**config.mk**
```make
export PLATFORM = sky130hd
export DESIGN_NAME = stack_sequence_checker_unit
export DESIGN_NICKNAME = d
export VERILOG_FILES = /design/src/rtl/scc_pkg.sv /design/src/rtl/stack_sequence_checker_unit.sv /design/src/rtl/scc_stack_mem.sv /design/src/rtl/scc_seq_ctrl.sv
export SDC_FILE = /design/constraint.sdc
export NUM_CORES = 2
export LEC_CHECK = 0
export BUFFER_PORTS_ARGS = -buffer_cell sky130_fd_sc_hd__buf_2
export CAP_MARGIN = 40
export CELL_PAD_IN_SITES_DETAIL_PLACEMENT = 0
export CELL_PAD_IN_SITES_GLOBAL_PLACEMENT = 2
export CORE_MARGIN = 3
export CORE_UTILIZATION = 50
export CTS_CLUSTER_DIAMETER = 150
export DETAILED_ROUTE_END_ITERATION = 8
export PLACE_DENSITY = 0.83
export SLEW_MARGIN = 20
export SYNTH_ARGS = -nofsm -noshare
export SYNTH_HDL_FRONTEND = slang
export SYNTH_SLANG_ARGS = --single-unit
```
**constraint.sdc**
```tcl
create_clock -name clock -period 8 [get_ports clock]
set_clock_uncertainty 0.05 [all_clocks]
set_input_delay 0.8 -clock clock [delete_from_list [all_inputs] [get_ports clock]]
set_output_delay 0.8 -clock clock [all_outputs]
set_load 0.01 [all_outputs]
```
**src/rtl/scc_pkg.sv**
```systemverilog
// ----------------------------------------------------------------------------
// scc_pkg
// Shared types and constants for the stack sequence checker.
// ----------------------------------------------------------------------------
`default_nettype none

package scc_pkg;

   localparam int DEF_MAX_LEN = 256;
   localparam int TARGET_W    = 9;
   localparam int COUNT_W     = 9;
   localparam int LEN_W       = 9;

   localparam logic [LEN_W-1:0] LEN_RESET = 9'd256;

   typedef enum logic [1:0] {
      ST_IDLE,
      ST_EVAL,
      ST_PUSH
   } state_type;

   typedef struct packed {
      logic              last;
      logic              failed;
      logic [COUNT_W-1:0] push_count;
   } rsp_type;

endpackage

`default_nettype wire

```
**src/rtl/stack_sequence_checker_unit.sv**
```systemverilog
// ----------------------------------------------------------------------------
// stack_sequence_checker_unit
// Checks a stream of pop targets against a stack fed with 1..n in order.
// ----------------------------------------------------------------------------
// Each req transaction carries one target; each rsp transaction returns the
// pushes done before that target's pop, the sticky fail flag, and tlast on the
// nth target, after which the checker starts a new sequence. A target that
// matches the stack top or is unreachable is answered from the EVAL state; a
// target that needs pushes moves on to the PUSH state, one value pushed per
// cycle through the single write port of the stack memory. A finished result
// waits in an output register while the next target is accepted. n comes from
// the csr register (reset 256, 0 acts as 1, clipped to MAX_LEN). No clearing
// pass is needed after reset.
// ----------------------------------------------------------------------------
`default_nettype none

module stack_sequence_checker_unit #(
   parameter int MAX_LEN = scc_pkg::DEF_MAX_LEN
) (
   input  wire logic                      clock,
   input  wire logic                      reset,
   input  wire logic                      csr_valid,
   output logic                           csr_ready,
   input  wire logic [scc_pkg::LEN_W-1:0] csr_data,   // seq_length
   input  wire logic                      req_tvalid,
   output logic                           req_tready,
   input  wire logic [15:0]               req_tdata,  // [8:0] target
   output logic                           rsp_tvalid,
   input  wire logic                      rsp_tready,
   output logic      [15:0]               rsp_tdata,  // [8:0] push_count, [9] failed
   output logic                           rsp_tlast
);

   import scc_pkg::*;

   localparam int AW = (MAX_LEN > 1) ? $clog2(MAX_LEN) : 1;
   localparam int DW = $clog2(MAX_LEN + 1);
   localparam int VW = $clog2(MAX_LEN + 2);

   logic [LEN_W-1:0] seq_length_ff;
   logic             rsp_valid_ff;
   rsp_type          rsp_ff;

   logic             out_free, rsp_load;
   rsp_type          rsp_next;
   logic             mem_we;
   logic [AW-1:0]    mem_wr_addr, mem_rd_addr;
   logic [VW-1:0]    mem_wr_data, mem_rd_data;

   assign csr_ready = 1'b1;

   always_ff @(posedge clock) begin
      if (reset) begin
         seq_length_ff <= LEN_RESET;
      end else if (csr_valid) begin
         seq_length_ff <= csr_data;
      end
   end

   assign out_free = !rsp_valid_ff || rsp_tready;

   always_ff @(posedge clock) begin
      if (reset) begin
         rsp_valid_ff <= 1'b0;
      end else if (rsp_load) begin
         rsp_valid_ff <= 1'b1;
      end else if (rsp_tready) begin
         rsp_valid_ff <= 1'b0;
      end
   end

   always_ff @(posedge clock) begin
      if (rsp_load) begin
         rsp_ff <= rsp_next;
      end
   end

   assign rsp_tvalid = rsp_valid_ff;
   assign rsp_tdata  = {6'd0, rsp_ff.failed, rsp_ff.push_count};
   assign rsp_tlast  = rsp_ff.last;

   scc_seq_ctrl #(
      .MAX_LEN (MAX_LEN),
      .AW      (AW),
      .DW      (DW),
      .VW      (VW)
   ) u_ctrl (
      .clock       (clock),
      .reset       (reset),
      .seq_length  (seq_length_ff),
      .req_valid   (req_tvalid),
      .req_target  (req_tdata[TARGET_W-1:0]),
      .req_ready   (req_tready),
      .out_free    (out_free),
      .rsp_load    (rsp_load),
      .rsp_data    (rsp_next),
      .mem_we      (mem_we),
      .mem_wr_addr (mem_wr_addr),
      .mem_wr_data (mem_wr_data),
      .mem_rd_addr (mem_rd_addr),
      .mem_rd_data (mem_rd_data)
   );

   scc_stack_mem #(
      .AW (AW),
      .VW (VW)
   ) u_mem (
      .clock   (clock),
      .wr_en   (mem_we),
      .wr_addr (mem_wr_addr),
      .wr_data (mem_wr_data),
      .rd_addr (mem_rd_addr),
      .rd_data (mem_rd_data)
   );

endmodule

`default_nettype wire

```
**src/rtl/scc_stack_mem.sv**
```systemverilog
// ----------------------------------------------------------------------------
// scc_stack_mem
// Stack storage: one write port, one registered read port with
// write-to-read forwarding so the top entry is always current.
// ----------------------------------------------------------------------------
`default_nettype none

module scc_stack_mem #(
   parameter int AW = 8,
   parameter int VW = 9
) (
   input  wire logic          clock,
   input  wire logic          wr_en,
   input  wire logic [AW-1:0] wr_addr,
   input  wire logic [VW-1:0] wr_data,
   input  wire logic [AW-1:0] rd_addr,
   output logic      [VW-1:0] rd_data
);

   logic [VW-1:0] mem [2**AW];
   logic [VW-1:0] rd_data_ff;

   always_ff @(posedge clock) begin
      if (wr_en) begin
         mem[wr_addr] <= wr_data;
      end
   end

   always_ff @(posedge clock) begin
      if (wr_en && (wr_addr == rd_addr)) begin
         rd_data_ff <= wr_data;
      end else begin
         rd_data_ff <= mem[rd_addr];
      end
   end

   assign rd_data = rd_data_ff;

endmodule

`default_nettype wire

```
**src/rtl/scc_seq_ctrl.sv**
```systemverilog
// ----------------------------------------------------------------------------
// scc_seq_ctrl
// Sequencer: compares each target with the stack top, pops, or pushes the
// missing values one per cycle, and tracks depth, next value and fail flag.
// ----------------------------------------------------------------------------
`default_nettype none

module scc_seq_ctrl #(
   parameter int MAX_LEN = scc_pkg::DEF_MAX_LEN,
   parameter int AW      = 8,
   parameter int DW      = 9,
   parameter int VW      = 9
) (
   input  wire logic                         clock,
   input  wire logic                         reset,
   input  wire logic [scc_pkg::LEN_W-1:0]    seq_length,
   input  wire logic                         req_valid,
   input  wire logic [scc_pkg::TARGET_W-1:0] req_target,
   output logic                              req_ready,
   input  wire logic                         out_free,
   output logic                              rsp_load,
   output scc_pkg::rsp_type                  rsp_data,
   output logic                              mem_we,
   output logic      [AW-1:0]                mem_wr_addr,
   output logic      [VW-1:0]                mem_wr_data,
   output logic      [AW-1:0]                mem_rd_addr,
   input  wire logic [VW-1:0]                mem_rd_data
);

   import scc_pkg::*;

   localparam int CW = (VW > TARGET_W) ? VW : TARGET_W;
   localparam logic [CW-1:0] MAX_C = CW'(MAX_LEN);

   state_type            state_ff, state_in;
   logic [DW-1:0]        depth_ff, depth_in;
   logic [VW-1:0]        next_ff, next_in;
   logic [DW-1:0]        items_ff, items_in;
   logic                 fail_ff, fail_in;
   logic [TARGET_W-1:0]  target_ff, target_in;
   logic [COUNT_W-1:0]   pcnt_ff, pcnt_in;

   logic [CW-1:0]        len_c, n_c, tgt_c, next_c, top_c, items_c;
   logic [DW-1:0]        items_inc, depth_dec;
   logic                 finish, is_last;
   logic [COUNT_W-1:0]   fin_pushes;

   always_ff @(posedge clock) begin
      if (reset) begin
         state_ff <= ST_IDLE;
         depth_ff <= '0;
         next_ff  <= VW'(1);
         items_ff <= '0;
         fail_ff  <= 1'b0;
      end else begin
         state_ff <= state_in;
         depth_ff <= depth_in;
         next_ff  <= next_in;
         items_ff <= items_in;
         fail_ff  <= fail_in;
      end
   end

   always_ff @(posedge clock) begin
      target_ff <= target_in;
      pcnt_ff   <= pcnt_in;
   end

   always_comb begin
      len_c = CW'(seq_length);
      if (len_c == '0) begin
         n_c = CW'(1);
      end else if (len_c > MAX_C) begin
         n_c = MAX_C;
      end else begin
         n_c = len_c;
      end
   end

   assign tgt_c     = CW'(target_ff);
   assign next_c    = CW'(next_ff);
   assign top_c     = CW'(mem_rd_data);
   assign items_inc = items_ff + DW'(1);
   assign items_c   = CW'(items_inc);
   assign is_last   = (items_c >= n_c);

   always_comb begin
      state_in    = state_ff;
      depth_in    = depth_ff;
      next_in     = next_ff;
      items_in    = items_ff;
      fail_in     = fail_ff;
      target_in   = target_ff;
      pcnt_in     = pcnt_ff;
      req_ready   = 1'b0;
      mem_we      = 1'b0;
      mem_wr_addr = depth_ff[AW-1:0];
      mem_wr_data = next_ff;
      finish      = 1'b0;
      fin_pushes  = '0;
      rsp_load    = 1'b0;
      rsp_data    = '0;

      unique case (state_ff)
         ST_IDLE: begin
            req_ready = 1'b1;
            if (req_valid) begin
               target_in = req_target;
               state_in  = ST_EVAL;
            end
         end
         ST_EVAL: begin
            if (out_free) begin
               if (fail_ff) begin
                  finish = 1'b1;
               end else if ((depth_ff != '0) && (top_c == tgt_c)) begin
                  depth_in = depth_ff - DW'(1);
                  finish   = 1'b1;
               end else if ((tgt_c >= next_c) && (tgt_c <= n_c)) begin
                  pcnt_in  = COUNT_W'(tgt_c - next_c + CW'(1));
                  state_in = ST_PUSH;
               end else begin
                  fail_in = 1'b1;
                  finish  = 1'b1;
               end
            end
         end
         ST_PUSH: begin
            if (next_c < tgt_c) begin
               mem_we   = 1'b1;
               depth_in = depth_ff + DW'(1);
               next_in  = next_ff + VW'(1);
            end else if (out_free) begin
               next_in    = VW'(tgt_c + CW'(1));
               fin_pushes = pcnt_ff;
               finish     = 1'b1;
            end
         end
         default: begin
            state_in = ST_IDLE;
         end
      endcase

      if (finish) begin
         rsp_load            = 1'b1;
         rsp_data.push_count = fail_in ? '0 : fin_pushes;
         rsp_data.failed     = fail_in;
         rsp_data.last       = is_last;
         state_in            = ST_IDLE;
         if (is_last) begin
            depth_in = '0;
            next_in  = VW'(1);
            items_in = '0;
            fail_in  = 1'b0;
         end else begin
            items_in = items_inc;
         end
      end
   end

   // top of stack for the next depth; data is stale only when depth is zero
   assign depth_dec   = depth_in - DW'(1);
   assign mem_rd_addr = depth_dec[AW-1:0];

endmodule

`default_nettype wire

```
**Word level (Yosys, flattened, before mapping)**

Memory sizes are Yosys's and may differ from the RTL's. A register that Yosys moved wholly into a read port is not among the register bits.
Index checks and enable logic that the tools add are counted.

- Word-level logic and storage cells: 94
- Memories kept: 1
- Input port bits: 30
- Bits in read-only memories: 0
- Bits in writable memories: 2304
- Register bits: 69
- Bits in latches: 0
- Output and inout bits: 20

- Muxes and demuxes: 42
- Divide/modulo/power cells: 0
- Reduce and logical (&&, ||, !) cells: 13
- Bitwise logic cells: 5
- $add $sub $neg: 8
- Shifts and indexed selects: 0
- Equality and inequality tests: 8
- Multipliers: 0
- Magnitude comparators: 5

Memories:

| name | words | width | read ports | clocked after Yosys merged registers in | write ports | RTL line | source |
|---|---|---|---|---|---|---|---|
| u_mem.mem | 256 | 9 | 1 | 1 | 1 | scc_stack_mem.sv:20 | `logic [VW-1:0] mem [2**AW];` |

Operator list:

| operator | number |
|---|---|
| two-way mux 9 bit | 14 |
| adder 9 x 1 -> 9 bit (second input constant) | 5 |
| two-way mux 1 bit | 20 |
| greater-or-equal comparator 9 bit | 2 |
| case mux 9 bit (2 select lines) | 1 |
| two-way mux 2 bit | 5 |
| == test 9 bit | 1 |
| > comparator 9 bit (second input constant) | 1 |
| less-or-equal comparator 9 bit | 1 |
| zero test 9 bit | 1 |
| < comparator 9 bit | 1 |
| nonzero test 9 bit | 1 |
| subtractor 9 x 1 -> 9 bit (second input constant) | 1 |
| subtractor 9 bit | 1 |
| inequality test 2 bit (second input constant) | 4 |
| subtractor 8 x 1 -> 8 bit (second input constant) | 1 |
| case mux 2 bit (3 select lines) | 1 |
| AND reduction 6 bit | 1 |
| NOT 1 bit | 5 |
| AND reduction 5 bit | 1 |
| OR reduction 5 bit | 1 |
| == test 2 x 1 -> 1 bit (second input constant) | 1 |
| == test 2 bit (second input constant) | 1 |
| logical AND 1 bit | 2 |
| 8 further kinds | 8 |

**Depth between registers and ports, before layout**

- Depth after elaboration: 12
- Gate-level depth with buffers: 26
- Depth with buffers taken out: 21

**Hierarchy**

A second synthesis with hierarchy kept.

- Cell total of the unflattened synthesis: 4797
- Area, all modules: 94275.4 um2

Modules (own cells, without submodules):

| module | sequential area each (um2) | area an instance (um2) | cells each | instances |
|---|---|---|---|---|
| scc_stack_mem | 69346.5 | 89258.1 | 4236 | 1 |
| scc_seq_ctrl | 1141.1 | 4267.8 | 508 | 1 |
| stack_sequence_checker_unit | 530.5 | 749.5 | 53 | 1 |

**Worst setup path after synthesis**

OpenSTA, ideal clock, no wires.

- Kind: register to register
- Start: register u_ctrl.next_ff[4] (netlist: u_ctrl.mem_wr_data[4])
- End: memory u_mem.mem[86][0], enable pin
- Library setup time: 0.374 ns
- Data required time: 7.576 ns
- Clock period less this slack: 7.058 ns
- Stages on the path, launching flop included: 14
- Slack: 0.942 ns
- Arrival time: 6.633 ns
- Path buffers: 2
- Path through: dfxtp_1 -> inv_1 -> ha_1 -> nand2_1 -> a21oi_1 -> o211ai_1 -> a21oi_1 -> o21a_1 -> clkbuf_1 -> nand2_1 -> nor3_1 -> nand3b_1 -> clkbuf_1 -> nor2_1

- Longest elaborated chain between the ends: 5

RTL lines:

| element | RTL line | source |
|---|---|---|
| from (decl) | scc_seq_ctrl.sv:37 | `logic [VW-1:0] next_ff, next_in;` |
| from (signal assigned) | scc_seq_ctrl.sv:58 | `next_ff <= next_in;` |
| < comparator 9 bit | scc_seq_ctrl.sv:129 | `if (next_c < tgt_c) begin` |
| two-way mux 1 bit | scc_seq_ctrl.sv:129 |  |
| two-way mux 1 bit | scc_seq_ctrl.sv:104 | `unique case (state_ff)` |
| two-way mux 1 bit | scc_stack_mem.sv:24 | `if (wr_en) begin` |
| two-way mux 1 bit (not written as such) | scc_stack_mem.sv:25 | `mem[wr_addr] <= wr_data;` |
| to (decl) | scc_stack_mem.sv:20 |  |

No other way between the ends.

==> metrics.txt <==
buffers inserted during post-CTS setup optimization 0; type of element launching the critical path register; quantity of I/O buffers inserted on ports 35; endpoint arrival time on the critical path 7.33 ns; Total Negative Setup Slacks 0 ns; final weighted congestion of routability-driven global placement 0.8862; relative slew slack 37.47%; initial core utilization 50.48%; residual overflow from global routing 0; number of placed instances with taps included 7529; Hold Path Cell Cnt 1; number of CTS-inserted buffers 231; class of the worst hold path input port to register; power density cells 266.7 nW/um^2; Req. time, crit path 8.73 ns; EDFF count, synth 2333; critical path class register to register; PnR Total Power 28890 uW; number of buffers between clock root and the deepest sink 3; Max-cap violations 0; Register-to-Register Setup Slack 1.40 ns; Synth Area per Inst 19.49 sq um; die outline height 442.1 um; ratio of final minimum period to clock period 82.53%; largest net degree at the start of global routing 96; detailed placement HPWL 163300 um; RSZ-0062 raised after global routing false; cell count after synthesis 4880; status completed; number of primary I/O pins 50; most common cell after layout, fill and taps aside sky130_fd_sc_hd__edfxtp_1; count of hold-fix buffers inserted at cts 0; H-tree level count 4; Yosys top cell area share 73.66%; Ys Warns 0; number of cells on the worst reg-to-reg path 19; clock tree from TritonCTS built; count of unique library cells instantiated by Yosys 92; count of state elements after synthesis 2381; CTS clock-pin slew for the worst setup and hold paths 0.06 ns; buffer type at the clock tree root sky130_fd_sc_hd__clkbuf_16; initial DRC count 6101; upper clock frequency limit 151.5 MHz; number of global-route vias before repair 49.51k; routed length per instance 30.89 um; Chip Width 442.1 um; count of endpoints failing setup in the final report 0; Total Wirelength 247400 um; Max FO, Critical Path 22; Layout Cell Area excl Fill 108300 sq um; most instantiated flip-flop cell in the synthesis netlist sky130_fd_sc_hd__edfxtp_1; first-pass GRT wire length 357600 um; Async S/R FF share, synth 0%; area enclosed by the die boundary 195500 sq um; slew at the pin closest to its max-slew limit 0.9249 ns; Antenna Nets Post-Route 0; leakage power summed over all cells 0.03806 uW; Cell Rows 159; Clk Latency, worst-skew pair 0.90 ns; max-slew violation count 0; core occupancy in the finished layout 57.50%; endpoint of the worst hold path u_ctrl.target_ff[6]; GRT Overall Usage 25.24%; post-place instance area 100100 sq um; drc violations 0; highest-count cells in the layout ignoring fill and taps sky130_fd_sc_hd__edfxtp_1 (2333), sky130_fd_sc_hd__mux4_2 (449), sky130_fd_sc_hd__buf_4 (370); area of the placeable core 188400 sq um; vias 49.87k; final critical-path required period 6.603 ns; number of sinks on the clock net 2381; Pre-antenna DRT Iters 6; startpoint of the tightest hold check path req_tdata[6]; post-synth design cell area 95100 sq um; final hold viol count 0; non-filler cells, final 8010; number of nets in the layout 5404; register area share after synthesis 74.67%; Synth area leader sky130_fd_sc_hd__edfxtp_1; relative area change from synthesis to final layout 13.91%; vias per std cell 6.225; number of antenna violations at the first check in global routing 7; Crit. End Element register; layout cells sized above 1 24.30%; Resized cells post-CTS 0; top post-synthesis cells by area sky130_fd_sc_hd__edfxtp_1 (74%), sky130_fd_sc_hd__mux4_2 (11%), sky130_fd_sc_hd__mux2i_1 (3.4%), sky130_fd_sc_hd__nor2_1 (1.4%), sky130_fd_sc_hd__a22oi_1 (1.3%); Peak supply drop 0.2563 mV
[stage by stage]
step | setup WS (ns) | hold slack, ns
final | 1.397 | 0.06539
after global routing | 1.272 | 0.01110
after CTS | 1.561 | 0.005423
after detailed placement | 1.593 | 0.3942
after global placement | 1.473 | 0.3993
after floorplan | 0.9424 | 0.3819
[Yosys cell counts (26+ instances only)]
cell                       count
sky130_fd_sc_hd__buf_4        56
sky130_fd_sc_hd__a21oi_1      90
sky130_fd_sc_hd__o21ai_0      40
sky130_fd_sc_hd__buf_2        47
sky130_fd_sc_hd__nand2_1     137
sky130_fd_sc_hd__nor3_1       32
sky130_fd_sc_hd__nand4_1      30
sky130_fd_sc_hd__mux4_2      449
sky130_fd_sc_hd__nor2b_1      28
sky130_fd_sc_hd__mux2i_1     326
sky130_fd_sc_hd__ha_1         48
sky130_fd_sc_hd__edfxtp_1   2333
sky130_fd_sc_hd__buf_6        46
sky130_fd_sc_hd__nor2_1      365
sky130_fd_sc_hd__clkbuf_1     86
sky130_fd_sc_hd__dfxtp_1      48
sky130_fd_sc_hd__nand3_1     104
sky130_fd_sc_hd__a22oi_1     163
sky130_fd_sc_hd__o22ai_1      26
sky130_fd_sc_hd__inv_1        56
[registers in the layout (all words and copies together) (netlist names), named ones only]
signal and flops:
u_mem.mem 2304, rsp_tdata 10, seq_length_ff 9, u_ctrl.depth_ff 9, u_ctrl.items_ff 9, u_ctrl.mem_wr_data 9
u_ctrl.pcnt_ff 9, u_ctrl.target_ff 9, u_ctrl.state_ff 2, rsp_tlast 1, rsp_tvalid 1, u_ctrl.fail_ff 1
[area by class of cell]
class / instances / area [sq um]
multi-input cells: 2173 / 21950
clock buffers: 270 / 6000
fillers: 13640 / 80060
diodes: 1 / 2.502
well taps: 2495 / 3122
flip-flops and latches: 2381 / 71070
inverters: 60 / 225.2
clock inverters: 155 / 1669
repair buffers: 475 / 4289
[worst max-delay path, stage by stage (launching register included)]
cell and delay, ns:
sky130_fd_sc_hd__dfxtp_4 0.67, sky130_fd_sc_hd__buf_12 0.27, sky130_fd_sc_hd__buf_4 0.45, sky130_fd_sc_hd__mux4_2 0.57, sky130_fd_sc_hd__mux2_2 0.34, sky130_fd_sc_hd__o211a_1 0.24
sky130_fd_sc_hd__nor4b_1 0.81, sky130_fd_sc_hd__a22o_1 0.38, sky130_fd_sc_hd__nor4_1 0.08, sky130_fd_sc_hd__or4b_1 0.50, sky130_fd_sc_hd__and4bb_2 0.41, sky130_fd_sc_hd__nand2_1 0.15
sky130_fd_sc_hd__nor2_2 0.28, sky130_fd_sc_hd__a31oi_1 0.15, sky130_fd_sc_hd__o21ai_0 0.15, sky130_fd_sc_hd__nand2_1 0.14, sky130_fd_sc_hd__ha_1 0.26, sky130_fd_sc_hd__and2_4 0.15
sky130_fd_sc_hd__a311oi_1 0.26, sky130_fd_sc_hd__a221o_1 0.15
[metal layers]
| layer | vias up | share of wire [%] | global-route usage, % |
|---|---|---|---|
| li1 | 20830 | - | - |
| met1 | 26080 | 39 | 35.18 |
| met2 | 2512 | 48 | 39.87 |
| met3 | 444 | 9.0 | 5.033 |
| met4 | 4 | 3.8 | 9.321 |
| met5 | - | 0.0097 | 0 |
[worst max-delay path by stage]
stage | startpoint | end | slack [ns] | cells past startpoint
floorplan | u_ctrl.mem_wr_data[4] | u_mem.mem[86][0] | 0.94 | 13
global placement | register | register | 1.47 | 18
detailed placement | register | register | 1.59 | 19
CTS | register | register | 1.56 | 19
global route | register | register | 1.27 | 19
finish | register | register | 1.40 | 19
[logic make-up (layout without fill, tap and decap cells)]
group	count (synthesis)	after routing	share of synthesized area, %
AO/OA/AOI/OAI	467	467	3.418
XOR/XNOR	32	32	0.2947
adder cells (fa/ha/maj)	52	52	0.7157
buffers and inverters	331	960	2.330
flip-flops	2381	2381	74.67
multiplexers	804	804	14.61
other	2	8	0.007897
AND/OR/NAND/NOR	811	811	3.948
[power breakdown]
group / switching [uW] / total, uW / internal (uW)
Clock: 4690 / 10900 / 6240
Sequential: 207 / 14200 / 14000
Combinational: 2360 / 3750 / 1390
No activity file was read; power rests on OpenSTA's default activity.
